## config.mk

```make
export PLATFORM = sky130hd
export DESIGN_NAME = pxu_queue
export DESIGN_NICKNAME = d
export VERILOG_FILES = /design/src/hw/rtl/pxu_pkg.sv /design/src/hw/rtl/pxu_queue.sv
export SDC_FILE = /design/constraint.sdc
export NUM_CORES = 1
export LEC_CHECK = 0
export BUFFER_PORTS_ARGS = -buffer_cell sky130_fd_sc_hd__clkbuf_2
export CAP_MARGIN = 20
export CORE_MARGIN = 3
export CORE_UTILIZATION = 34
export CTS_CLUSTER_SIZE = 25
export DETAILED_ROUTE_END_ITERATION = 16
export GPL_TIMING_DRIVEN = 0
export PLACE_DENSITY = 0.48
export SLEW_MARGIN = 40
export SYNTH_ARGS = -nofsm -noshare
export SYNTH_HDL_FRONTEND = slang
export SYNTH_SLANG_ARGS = --single-unit
```

## constraint.sdc

```tcl
create_clock -name clk -period 7.5 [get_ports clk]
set_input_delay 1.125 -clock clk [delete_from_list [all_inputs] [get_ports clk]]
set_output_delay 1.125 -clock clk [all_outputs]
set_load 0.02 [all_outputs]
```

## src/hw/rtl/pxu_pkg.sv

```systemverilog
// Shared types and constants for the 2x pixel-art upscaler.
`timescale 1ns / 1ps

package pxu_pkg;

  // Field widths fixed by the stream format
  localparam int PIX_W      = 8;
  localparam int COL_W      = 9;
  localparam int ROW_W      = 12;
  localparam int CFG_W      = 13;
  localparam int CFG_IDX_W  = 1;
  localparam int WIDTH_W    = 10;
  localparam int HEIGHT_W   = 13;
  localparam int OUT_DATA_W = 56;

  // Queue between front and back
  localparam int QDEPTH   = 4;
  localparam int JOBS_MAX = 3;

  // Register indexes on the config port
  localparam logic [CFG_IDX_W-1:0] CFG_IMAGE_WIDTH  = 1'd0;
  localparam logic [CFG_IDX_W-1:0] CFG_IMAGE_HEIGHT = 1'd1;

  // One result to compute: position plus the five pixels of the Scale2x cross
  typedef struct packed {
    logic [COL_W-1:0] col;
    logic [ROW_W-1:0] row;
    logic [PIX_W-1:0] b;
    logic [PIX_W-1:0] d;
    logic [PIX_W-1:0] e;
    logic [PIX_W-1:0] f;
    logic [PIX_W-1:0] h;
    logic             done;
  } pxu_job_t;

  // Queue entry: all results caused by one input word, packed from slot 0
  typedef struct packed {
    logic [1:0]                 cnt;
    pxu_job_t [JOBS_MAX-1:0]    jobs;
  } pxu_entry_t;

endpackage

```

## src/hw/rtl/pxu_queue.sv

```systemverilog
// Short queue of job entries between the front and back ends.
`timescale 1ns / 1ps

module pxu_queue (
  input  logic                clk,
  input  logic                rst_n,
  input  logic                push,
  input  pxu_pkg::pxu_entry_t push_entry,
  output logic                full,
  input  logic                pop,
  output pxu_pkg::pxu_entry_t head,
  output logic                head_vld
);
  import pxu_pkg::*;

  localparam int PW = $clog2(QDEPTH);

  pxu_entry_t     slots_r [QDEPTH];
  logic [PW-1:0]  wr_ptr_r, wr_ptr_nxt;
  logic [PW-1:0]  rd_ptr_r, rd_ptr_nxt;
  logic [PW:0]    cnt_r, cnt_nxt;

  assign full     = (cnt_r == (PW + 1)'(QDEPTH));
  assign head_vld = (cnt_r != '0);
  assign head     = slots_r[rd_ptr_r];

  // Pointer and fill bookkeeping
  always_comb begin
    wr_ptr_nxt = push ? PW'(wr_ptr_r + PW'(1)) : wr_ptr_r;
    rd_ptr_nxt = pop ? PW'(rd_ptr_r + PW'(1)) : rd_ptr_r;
    cnt_nxt    = cnt_r;
    if (push && !pop) begin
      cnt_nxt = cnt_r + (PW + 1)'(1);
    end else if (pop && !push) begin
      cnt_nxt = cnt_r - (PW + 1)'(1);
    end
  end

  always_ff @(posedge clk) begin
    if (push) begin
      slots_r[wr_ptr_r] <= push_entry;
    end
  end

  always_ff @(posedge clk) begin
    if (!rst_n) begin
      wr_ptr_r <= '0;
      rd_ptr_r <= '0;
      cnt_r    <= '0;
    end else begin
      wr_ptr_r <= wr_ptr_nxt;
      rd_ptr_r <= rd_ptr_nxt;
      cnt_r    <= cnt_nxt;
    end
  end

  // Checks
  a_fill_bound: assert property (@(posedge clk) disable iff (!rst_n)
    cnt_r <= (PW + 1)'(QDEPTH))
    else $error("queue fill count above depth");

  a_pop_nonempty: assert property (@(posedge clk) disable iff (!rst_n)
    pop |-> head_vld)
    else $error("queue popped while empty");

endmodule

```

Yosys cells after proc, flatten, opt, wreduce, memory -nomap -nowiden
Memories as Yosys holds them, arrays and structs flattened. A register that Yosys moved wholly into a read port is not among the register bits.
Cells that the tools add are included.
{"block": "totals", "n_memories": 1, "inputBits": 192, "word_cells": 21, "ff_bits": 7, "ramBits": 752}
{"block": "classes", "n_reduce_logical": 6, "n_eq_ne": 1, "muxes": 6, "addsub": 4}
{"memory": "slots_r", "words": 4, "width": 188, "rd": 1, "rd_clocked_by_memory_dff": 1, "write_ports": 1, "line_no": "pxu_queue.sv:18", "rtl": "pxu_entry_t slots_r [QDEPTH];"}
{"op": "$mux 3", "count": 2}
{"op": "$add 2x1->2 const B", "count": 2}
{"op": "$mux 2", "count": 2}
{"op": "$add 3x1->3 const B", "count": 1}
{"op": "$eq 3x3->1 const B", "count": 1}
{"op": "$reduce_bool 3->1", "count": 1}
{"op": "$sub 3x1->3 const B", "count": 1}
{"op": "$logic_and 1x1->1", "count": 2}
{"op": "$logic_not 1->1", "count": 2}
{"op": "$mux 1", "count": 2}
{"op": "$reduce_bool 2->1", "count": 1}

Longest topological paths before layout
{"block": "depth", "ltp_word": 4, "depth_mapped": 7, "ltp_nobuf": 7}

Worst setup path after synthesis
No wires, ideal clock.
{"block": "synth_timing", "kind": "input-to-reg", "startpoint": "input push", "endpoint": "memory slots_r[0][0] in the netlist's numbering, enable pin", "t_arrival_ns": 5.395, "stages": 1, "slack_ns": 1.534, "cell_sequence": "and2_1"}
{"block": "synth_between", "elab_chain_cells": 2}
{"item": "start, declared", "line_no": "pxu_queue.sv:7", "rtl": "input logic push,"}
{"item": "$mux 1", "line_no": "pxu_queue.sv:40", "rtl": "if (push) begin"}
{"item": "$mux 1 (implied by the code)", "line_no": "pxu_queue.sv:41", "rtl": "slots_r[wr_ptr_r] <= push_entry;"}
{"item": "end, declared", "line_no": "pxu_queue.sv:18"}
Every way passes these cells.

==> impl_metrics.json <==
{
  "top_layer_used": "met5",
  "fp.dieW_um": 291,
  "drt-met1-wl_mm": 24.2,
  "yosys_warnings": 0,
  "grt_max_degree": 33,
  "rrSetupSlack_ns": 5.48,
  "final_common_cell": "edfxtp_1",
  "skew_ns": 0.0342,
  "drc": 0,
  "critPathLaunchType": "flip-flop",
  "hpwl_mm": 39.2,
  "netlist.area_leader.share": 0.819,
  "crit_arrival_ns": 2.58,
  "start_util": 0.346,
  "fillers": 6933,
  "ys_seq_area_frac": 0.826,
  "postSynthAreaPerCell_sq_um": 26.9,
  "cp.depth": 5,
  "grt_pass1_wl_mm": 89.9,
  "die_height_um": 291,
  "grt_pass1_vias": 13551,
  "cts_setup_buffers": 0,
  "wl_mm": 59.9,
  "path_max_fanout": 10,
  "gp_congestion": 0.677,
  "cp.required_ns": 6.38,
  "clk_pin_slew_ns": 0.06,
  "drtIter0Drc": 705,
  "ys_ff_latch": 761,
  "vias_per_cell": 4.71,
  "period_share": 0.494,
  "p_per_area_mw_per_mm2": 297,
  "yosys.area.top_type": "edfxtp_1",
  "critPathTopFamily": "buffers and inverters",
  "htree_levels": 3,
  "die_area_sq_mm": 0.0845,
  "rsz0062_at_grt": "no",
  "cp_slowest_cell": "clkbuf_2",
  "slowest_delay_ns": 0.43,
  "clock_path_buffers": 3,
  "area_delta_synth_final_pct": 24.2,
  "rows": 103,
  "synthTopCellsByArea": "edfxtp_1 82%, mux4_2 15%, dfxtp_1 0.65%, buf_6 0.61%, buf_2 0.36%",
  "relSlewSlack": 0.487,
  "end_kind": "output pin",
  "core_sq_mm": 0.0796,
  "cts_sinks": 761,
  "setup_ws_ns": 3.80,
  "synthesis.area_sq_mm": 0.0276,
  "crit_type": "flip-flop to output pin",
  "min_path_type": "flip-flop to flip-flop",
  "layout-drive-gt1-share": 0.475,
  "holdPathStages": 2,
  "synthDistinctLibCells": 19,
  "layout_common_cells": "752 x edfxtp_1, 382 x clkbuf_2, 188 x mux4_2",
  "cp_num_buf_inv": 4,
  "route.antenna.remaining_nets": 0,
  "routedWlPerCell_um": 22.6,
  "drtPass1Iterations": 4,
  "vias": 12447,
  "met2_length_mm": 29.7,
  "hold_viol_final": 0,
  "timing.rr.end": "slots_r[2][171]",
  "rr_startpoint": "wr_ptr_r[0]",
  "status": "complete, no violations",
  "cts_made_buffers": 84,
  "crit_path_end": "head[136]",
  "tns_ns": 0,
  "p_leak_nw": 11.6,
  "post_cts_resized": 0,
  "tightest_slew_ns": 0.769,
  "wl_met3_mm": 4.46,
  "setup_violations": 0,
  "clkLatencyLatePin_ns": 0.62,
  "ir_drop_v": 0.000184,
  "grt_overflow": 0,
  "fin_nets": 1718,
  "min_period_ns": 3.70,
  "grt_use_total": 0.142,
  "cap_violations": 0,
  "postCtsHoldBufs": 0,
  "port_buffers": 381,
  "r2r_cells": 6,
  "drv_slew": 0,
  "pre_cts_ws_ns": 4.27,
  "syn_nets": 1223,
  "synthCells": 1025,
  "max_freq_mhz": 270,
  "crit_path_cell_trace": "buf_2, clkbuf_2, buf_2, mux4_2, clkbuf_2",
  "cts_tree": "built",
  "grt_antenna_before_repair": 13,
  "io_pins": 382,
  "cts_root_buffer": "clkbuf_16"
}
[through the flow]
step	power, W	instances	hold WS (ns)	area [sq um]	utilization
after floorplan	0.00570	1025	0.467	27600	-
after global placement	0.00616	2456	0.491	30800	0.386
after detailed placement	0.00614	2484	0.495	31400	0.394
after CTS	0.0103	2637	0.506	34200	0.429
after global routing	0.0106	2637	0.534	34200	0.429
final	0.0102	2645	0.501	34200	0.430
[worst min-delay path, delay by kind of cell (launching register included)]
kind           cells  cell delay (ns)
flip-flops         1             0.32
AO/OA/AOI/OAI      2             0.13
[metal layers]
layer  vias up  GRT usage
met1      6514      0.178
met3       115     0.0507
met5         -          0
met4        12     0.0428
met2       331      0.232
li1       5475          -
[synthesized netlist by cell type]
library cell / n
a21boi_0: 1
and2_1: 9
buf_2: 20
buf_6: 15
clkbuf_1: 7
dfxtp_1: 9
edfxtp_1: 752
fa_1: 1
ha_1: 5
inv_1: 4
mux2i_1: 2
mux4_2: 188
nand2_1: 1
nor2b_1: 2
nor3b_1: 1
o21ai_0: 1
or3_1: 2
xnor2_1: 2
xor2_1: 3
[where the power goes]
part	total, W	internal [W]	switching, W	leakage (nW)
logic	0.00108	0.000433	0.000651	3.20
registers	0.00493	0.00489	0.0000393	6.98
clock network	0.00416	0.00251	0.00164	1.38
total	0.0102	0.00783	0.00233	11.6
[sequential cells by signal, summed over array words and instances (netlist names), named ones only]
| name | count |
|---|---|
| wr_ptr_r | 2 |
| rd_ptr_r | 2 |
| cnt_r | 3 |
| slots_r | 752 |
[cells by family after synthesis]
| group | synth area share |
|---|---|
| and+or+nand+nor | 0.00336 |
| AOI/OAI and AO/OA | 0.000454 |
| muxes | 0.154 |
| DFF | 0.826 |
| adders and majority gates | 0.00300 |
| xor gates and xnor gates | 0.00159 |
| buffers and inverters | 0.0113 |
[final cells by class]
| type | count | area (sq um) | share of cell area |
|---|---|---|---|
| diodes | 8 | 20.0 | 0.000585 |
| plain buffers | 42 | 297 | 0.00866 |
| clock buffers | 101 | 2230 | 0.0651 |
| clock inverters | 52 | 602 | 0.0176 |
| inverters | 4 | 15.0 | 0.000439 |
| multi-input cells | 218 | 4500 | 0.131 |
| flip-flops and latches | 761 | 22800 | 0.665 |
| well taps | 1050 | 1310 | 0.0384 |
| repair buffers | 409 | 2490 | 0.0728 |
[worst min-delay path by stage]
stage | startpoint | endpoint | slack (ns)
after global placement | cnt_r[2] | cnt_r[2] | 0.49
final | cnt_r[2] | cnt_r[2] | 0.50
after CTS | cnt_r[2] | cnt_r[2] | 0.51
after floorplan | cnt_r[2] | cnt_r[2] | 0.47
after global routing | cnt_r[2] | cnt_r[2] | 0.53
after detailed placement | cnt_r[2] | cnt_r[2] | 0.50
(Power assumes the default switching activity.)
