--- src/hw/rtl/pxu_pkg.sv ---
// Shared types and constants for the 2x pixel-art upscaler.
`timescale 1ns / 1ps

package pxu_pkg;

  // Field widths fixed by the stream format
  localparam int PIX_W      = 8;
  localparam int COL_W      = 9;
  localparam int ROW_W      = 12;
  localparam int CFG_W      = 13;
  localparam int CFG_IDX_W  = 1;
  localparam int WIDTH_W    = 10;
  localparam int HEIGHT_W   = 13;
  localparam int OUT_DATA_W = 56;

  // Queue between front and back
  localparam int QDEPTH   = 4;
  localparam int JOBS_MAX = 3;

  // Register indexes on the config port
  localparam logic [CFG_IDX_W-1:0] CFG_IMAGE_WIDTH  = 1'd0;
  localparam logic [CFG_IDX_W-1:0] CFG_IMAGE_HEIGHT = 1'd1;

  // One result to compute: position plus the five pixels of the Scale2x cross
  typedef struct packed {
    logic [COL_W-1:0] col;
    logic [ROW_W-1:0] row;
    logic [PIX_W-1:0] b;
    logic [PIX_W-1:0] d;
    logic [PIX_W-1:0] e;
    logic [PIX_W-1:0] f;
    logic [PIX_W-1:0] h;
    logic             done;
  } pxu_job_t;

  // Queue entry: all results caused by one input word, packed from slot 0
  typedef struct packed {
    logic [1:0]                 cnt;
    pxu_job_t [JOBS_MAX-1:0]    jobs;
  } pxu_entry_t;

endpackage

--- src/hw/rtl/pxu_back.sv ---
// Back end: applies the Scale2x rule to each job and drives the result stream.
`timescale 1ns / 1ps

module pxu_back (
  input  logic                              clk,
  input  logic                              rst_n,
  input  pxu_pkg::pxu_entry_t               head,
  input  logic                              head_vld,
  output logic                              pop,
  output logic                              out_tvalid,
  input  logic                              out_tready,
  output logic [pxu_pkg::OUT_DATA_W-1:0]    out_tdata,
  output logic                              out_tlast,
  output logic [0:0]                        out_tuser
);
  import pxu_pkg::*;

  logic [1:0]            idx_r, idx_nxt;
  logic                  out_vld_r, out_vld_nxt;
  logic [OUT_DATA_W-1:0] out_data_r;
  logic                  out_last_r;
  logic                  out_done_r;

  pxu_job_t              job;
  logic                  load;
  logic                  last_job;
  logic                  active;
  logic [PIX_W-1:0]      tl, tr, bl, br;

  // Current job of the head entry
  assign job      = head.jobs[idx_r];
  assign last_job = (idx_r == (head.cnt - 2'd1));
  assign load     = head_vld && (!out_vld_r || out_tready);
  assign pop      = load && last_job;

  // Scale2x rule
  always_comb begin
    active = (job.b != job.h) && (job.d != job.f);
    tl = (active && (job.d == job.b)) ? job.d : job.e;
    tr = (active && (job.b == job.f)) ? job.f : job.e;
    bl = (active && (job.d == job.h)) ? job.d : job.e;
    br = (active && (job.h == job.f)) ? job.f : job.e;
  end

  always_comb begin
    idx_nxt = idx_r;
    if (load) begin
      idx_nxt = last_job ? 2'd0 : (idx_r + 2'd1);
    end
    out_vld_nxt = load ? 1'b1 : (out_tready ? 1'b0 : out_vld_r);
  end

  // Output register
  always_ff @(posedge clk) begin
    if (load) begin
      out_data_r <= OUT_DATA_W'({br, bl, tr, tl, job.row, job.col});
      out_last_r <= last_job;
      out_done_r <= job.done;
    end
  end

  always_ff @(posedge clk) begin
    if (!rst_n) begin
      idx_r     <= '0;
      out_vld_r <= 1'b0;
    end else begin
      idx_r     <= idx_nxt;
      out_vld_r <= out_vld_nxt;
    end
  end

  assign out_tvalid   = out_vld_r;
  assign out_tdata    = out_data_r;
  assign out_tlast    = out_last_r;
  assign out_tuser[0] = out_done_r;

  // Checks
  a_done_is_last: assert property (@(posedge clk) disable iff (!rst_n)
    out_tvalid && out_tuser[0] |-> out_tlast)
    else $error("image end flagged on a word that does not end its run");

endmodule

--- config.mk ---
export PLATFORM = sky130hd
export DESIGN_NAME = pxu_back
export DESIGN_NICKNAME = d
export VERILOG_FILES = /design/src/hw/rtl/pxu_pkg.sv /design/src/hw/rtl/pxu_back.sv
export SDC_FILE = /design/constraint.sdc
export NUM_CORES = 1
export LEC_CHECK = 0
export ABC_AREA = 1
export BUFFER_PORTS_ARGS = -buffer_cell sky130_fd_sc_hd__buf_2
export CORE_MARGIN = 4
export CORE_UTILIZATION = 51
export DETAILED_ROUTE_END_ITERATION = 10
export PLACE_DENSITY = 0.87
export SYNTH_ARGS = -nofsm -noshare
export SYNTH_HDL_FRONTEND = slang
export SYNTH_SLANG_ARGS = --single-unit
--- constraint.sdc ---
create_clock -name clk -period 3.1 [get_ports clk]
set_input_delay 0.465 -clock clk [delete_from_list [all_inputs] [get_ports clk]]
set_output_delay 0.465 -clock clk [all_outputs]
set_load 0.005 [all_outputs]
* Yosys cells after proc, flatten, opt, wreduce, memory -nomap -nowiden
Index checks and enable logic that the tools add are counted.
** Storage, ports and cells
- Register bits :: 58
- Input bits :: 192
** Cells by class
- Add/subtract/negate cells :: 2
- $lt $le $gt $ge :: 1
- Eq/ne operators :: 7
- Muxes and demuxes :: 9
- Reductions and logical operators :: 10
** Operator list (count)
- binary-select mux 62 bit (select 2 bit) :: 1
- 2-to-1 mux 62 bit :: 1
- equality test 8 bit :: 4
- 2-to-1 mux 8 bit :: 4
- inequality test 8 bit :: 2
- logical AND 1 bit :: 7
- less-than comparator 2 x 3 -> 1 bit (second input constant) :: 1
- adder 2 x 1 -> 2 bit (second input constant) :: 1
- equality test 2 bit :: 1
- 2-to-1 mux 1 bit :: 2
- 2-to-1 mux 2 bit :: 1
- nonzero test 2 bit :: 1
- subtractor 2 x 1 -> 2 bit (second input constant) :: 1
- zero test 1 bit :: 1
- logical OR 1 bit :: 1

* Longest topological paths before layout
- Depth in word-level cells :: 6
- Depth in mapped cells :: 16

* Worst setup path after synthesis
No wires, ideal clock.
- Kind :: input -> register
- Start :: in out_tready
- End :: reg out_data_r[0] (netlist: out_tdata[0]), enable pin
- Library setup time :: 410 ps
- Data arrival time :: 1736 ps
- Required time :: 2690 ps
- Slack :: 954 ps
- Stages on the path :: 4
- Path through :: inv_1 -> nand2_1 -> nand2_1 -> inv_1
** Between the ends
- Longest elaborated chain between the ends :: 2
** Ends and longest elaborated chain
- start: declaration :: RTL line pxu_back.sv:11 : input logic out_tready,
- logical OR 1 bit :: RTL line pxu_back.sv:33 : assign load = head_vld && (!out_vld_r || out_tready);
- logical AND 1 bit :: RTL line pxu_back.sv:33
- named net load :: RTL line pxu_back.sv:25 : logic load;
- end signal: assignment :: RTL line pxu_back.sv:56 : out_data_r <= OUT_DATA_W'({br, bl, tr, tl, job.row, job.col});
- end: declaration :: RTL line pxu_back.sv:20 : logic [OUT_DATA_W-1:0] out_data_r;
The timed path passes the listed nets, and every way through them passes these cells.
A chain may end at the register's enable or synchronous reset.

* Worst setup path after layout
- Start :: reg idx_r[0]
- End :: reg out_data_r[28] (netlist: out_tdata[28]) (data pin)
** Between the ends
- Longest elaborated chain between the ends :: 6
- Elaborated cells between the ends (all ways) :: 8
- Classes of those cells :: eq/ne: 3; mux: 3; reduce/logical: 2
** Ends and longest elaborated chain
- start: declaration :: RTL line pxu_back.sv:18 : logic [1:0] idx_r, idx_nxt;
- start signal: assignment :: RTL line pxu_back.sv:67 : idx_r <= idx_nxt;
- binary-select mux 62 bit (select 2 bit) * :: RTL line pxu_back.sv:31 : assign job = head.jobs[idx_r];
- 2-to-1 mux 62 bit (not written as such) * :: RTL line pxu_back.sv:31
- inequality test 8 bit :: RTL line pxu_back.sv:38 : active = (job.b != job.h) && (job.d != job.f);
- logical AND 1 bit :: RTL line pxu_back.sv:38
- logical AND 1 bit :: RTL line pxu_back.sv:39 : tl = (active && (job.d == job.b)) ? job.d : job.e;
- 2-to-1 mux 8 bit * :: RTL line pxu_back.sv:39
- named net tl[7] :: RTL line pxu_back.sv:28 : logic [PIX_W-1:0] tl, tr, bl, br;
The timed path passes the listed nets; every way through them passes the cells marked *. The select of a mux whose other input is x is not followed.

==> impl_metrics.toml <==
[status]
status = "finished clean"

[timing]
slew_headroom_pct = 52.3
fmax_mhz = 376
setup_tns_ps = 0
hold_viol = 0
period_minus_slack_ps = 2660
final_max_slew_viol_count = 0
setup_viol = 0
fin_skew_ps = 10.9
rsz0062_at_grt = "false"
finalCritPeriodShare_pct = 85.9
worst_pin_slew_ps = 708

[setup_path]
cp_max_fo = 63
crit_family = "simple AND/OR/NAND/NOR gates"
path_class = "register to register"
path_cells = "buf_4 > nand2_1 > nand2_1 > nand2_1 > o21ai_1 > nand2_1 > nand2_1 > inv_1 > nand2_1 > nor2_2 > nand2_4 > nand3_4 > nand2_1 > nand2_1"
arrival_ps = 2740
reg2reg_slack_ps = 440
end_kind = "register"
max_stage_delay_ps = 490
start_kind = "register"
path_buf_inv = 2
crit_path_frequent_cell = "nand2_1"
reg2reg_to = "out_tdata[28]"
critical_path.reg2reg.startpoint = "idx_r[0]"
r2r_cells = 14
cp_slowest_cell = "buf_4"
required_ps = 3180

[grt]
grt_pass1_wl_um = 24400
grt_overflow = 0
grt_max_degree = 64
grtUsageTotal_pct = 26.2
grt_pass1_vias = 5168
antenna_found_initial = 0

[worst_hold_path]
min_path_type = "primary input to register"
worstHoldEndpoint = "out_tvalid"
whs_path_depth = 3
hp-start = "rst_n"

[routing]
ant_nets = 0
dr.pass1.iters = 7
viasPerCell = 5.08
drt_iter0_markers = 495
vias = 5905
wl_per_cell_um = 13.9
wl_um = 16200
drc = 0

[synthesis]
syn-instance-count = 795
synth_area_per_cell_um2 = 6.41
synth_area_leaders = "edfxtp_1 (32%), nand2_1 (28%), nor2_1 (5.2%)"
synthTopCellsByCount = "nand2_1 (374), nor2_1 (71), inv_1 (64)"
yosysWarnings = 0
ys_types = 30
ys_seq_elements = 58
yosysTopAreaCell = "edfxtp_1"
seq_area_frac_synth_pct = 33.6
synth-edff-count = 55
synth_top_area_share_pct = 32.4
netlist_area_um2 = 5100
async_flop_share_pct = 0
synth.most_common_cell = "nand2_1"
ys.flop_type = "edfxtp_1"

[floorplan]
num_rows = 36
die_h_um = 108
core_um2 = 9770
initial_core_util_pct = 52.2
dieArea_um2 = 11700
ios = 252
die_w_um = 108

[clock_tree]
cts_hold_buf = 0
post_cts_resized = 0
max-clock-path-buffers = 2
cts_made_buffers = 9
cts_sinks = 58
clkSlewWorstSetupHoldPaths_ps = 80
clk_latency_ps = 340
post-cts-setup-buffers = 0
cts-root-buf = "clkbuf_8"
cts_tree = "yes"
h-tree-depth = 3

[placement]
hpwl_um = 12700
numPortBuffers = 248
place_congestion = 0.903

[finish]
area_growth_pct = 28.5
drive_above_1_share_pct = 32.7
fin_nets = 1217
antenna_cells = 0

[power]
ir_drop_v = 0.000246
power_mw = 2.92
p_leak_nw = 3.63
powerDensity_nw_per_um2 = 446

[job]
drv_cap = 0
[stage by stage]
step	util, %	hold slack, ps	cell area [um^2]	setup slack, ps	instances
after floorplan	-	479	5100	954	797
after global placement	64.5	499	6300	566	1147
after detailed placement	64.5	508	6300	524	1147
after CTS	67.0	382	6550	501	1163
after global routing	67.0	411	6550	188	1163
final	67.0	400	6550	438	1163
[flip-flops by register name, indices dropped and copies added, names as in the netlist]
name / flops
out_tvalid: 1
out_tdata: 53
out_tlast: 1
out_tuser: 1
idx_r: 2
[report_power, final]
group	switching, mW	total [mW]	internal (mW)
Combinational	0.661	1.04	0.380
Sequential	0.0242	1.00	0.976
Clock	0.337	0.878	0.541
[how the worst max path moves through the flow]
stage | from | endpoint | cells past startpoint
floorplan | out_tready | out_tdata[0] | 4
global placement | idx_r[0] | out_tdata[45] | 14
detailed placement | idx_r[0] | out_tdata[46] | 14
CTS | idx_r[0] | out_tdata[28] | 14
global route | idx_r[0] | out_tdata[46] | 14
finish | idx_r[0] | out_tdata[28] | 14
[layer usage]
metal	share of wire (%)	vias up	global-route usage (%)
li1	-	2980	-
met1	42	2579	37.3
met2	47	321	42.3
met3	9.4	25	2.93
met4	1.9	0	7.66
met5	0	-	0
[logic make-up (layout without fill, tap and decap cells)]
kind of cell,Yosys count,in the layout,synth area share [%]
xor+xnor,2,2,0.344
buf+inv,114,347,11.2
compound gates,95,95,10.7
simple gates,525,525,44.2
other cells,1,3,0.0736
flops,58,58,33.6
[cell usage in the layout, fill, tap and decap left out, drive strengths merged, types with 9 or more instances in the layout]
cell type,n
clkbuf,9
nor2,80
a21oi,23
inv,76
nand4,32
o21ai,72
buf,256
nand2,395
edfxtp,55
nand3,16
[cell type report]
cell class	instances	area [um^2]
clock buffer	9	124
clock inverter	7	125
fill	918	3220
inverter	75	284
multi-input combinational	625	2820
sequential	58	1710
tap	133	166
timing repair buffer	256	1310
[worst reg2reg max path, cell delays in order, from the launching register on]
cell     delay [ps]
dfxtp_2         360
buf_4           490
nand2_1         120
nand2_1         120
nand2_1          60
o21ai_1         230
nand2_1          90
nand2_1          70
inv_1            30
nand2_1          80
nor2_2           50
nand2_4         350
nand3_4         180
nand2_1         110
nand2_1          70
(Power assumes the default switching activity.)
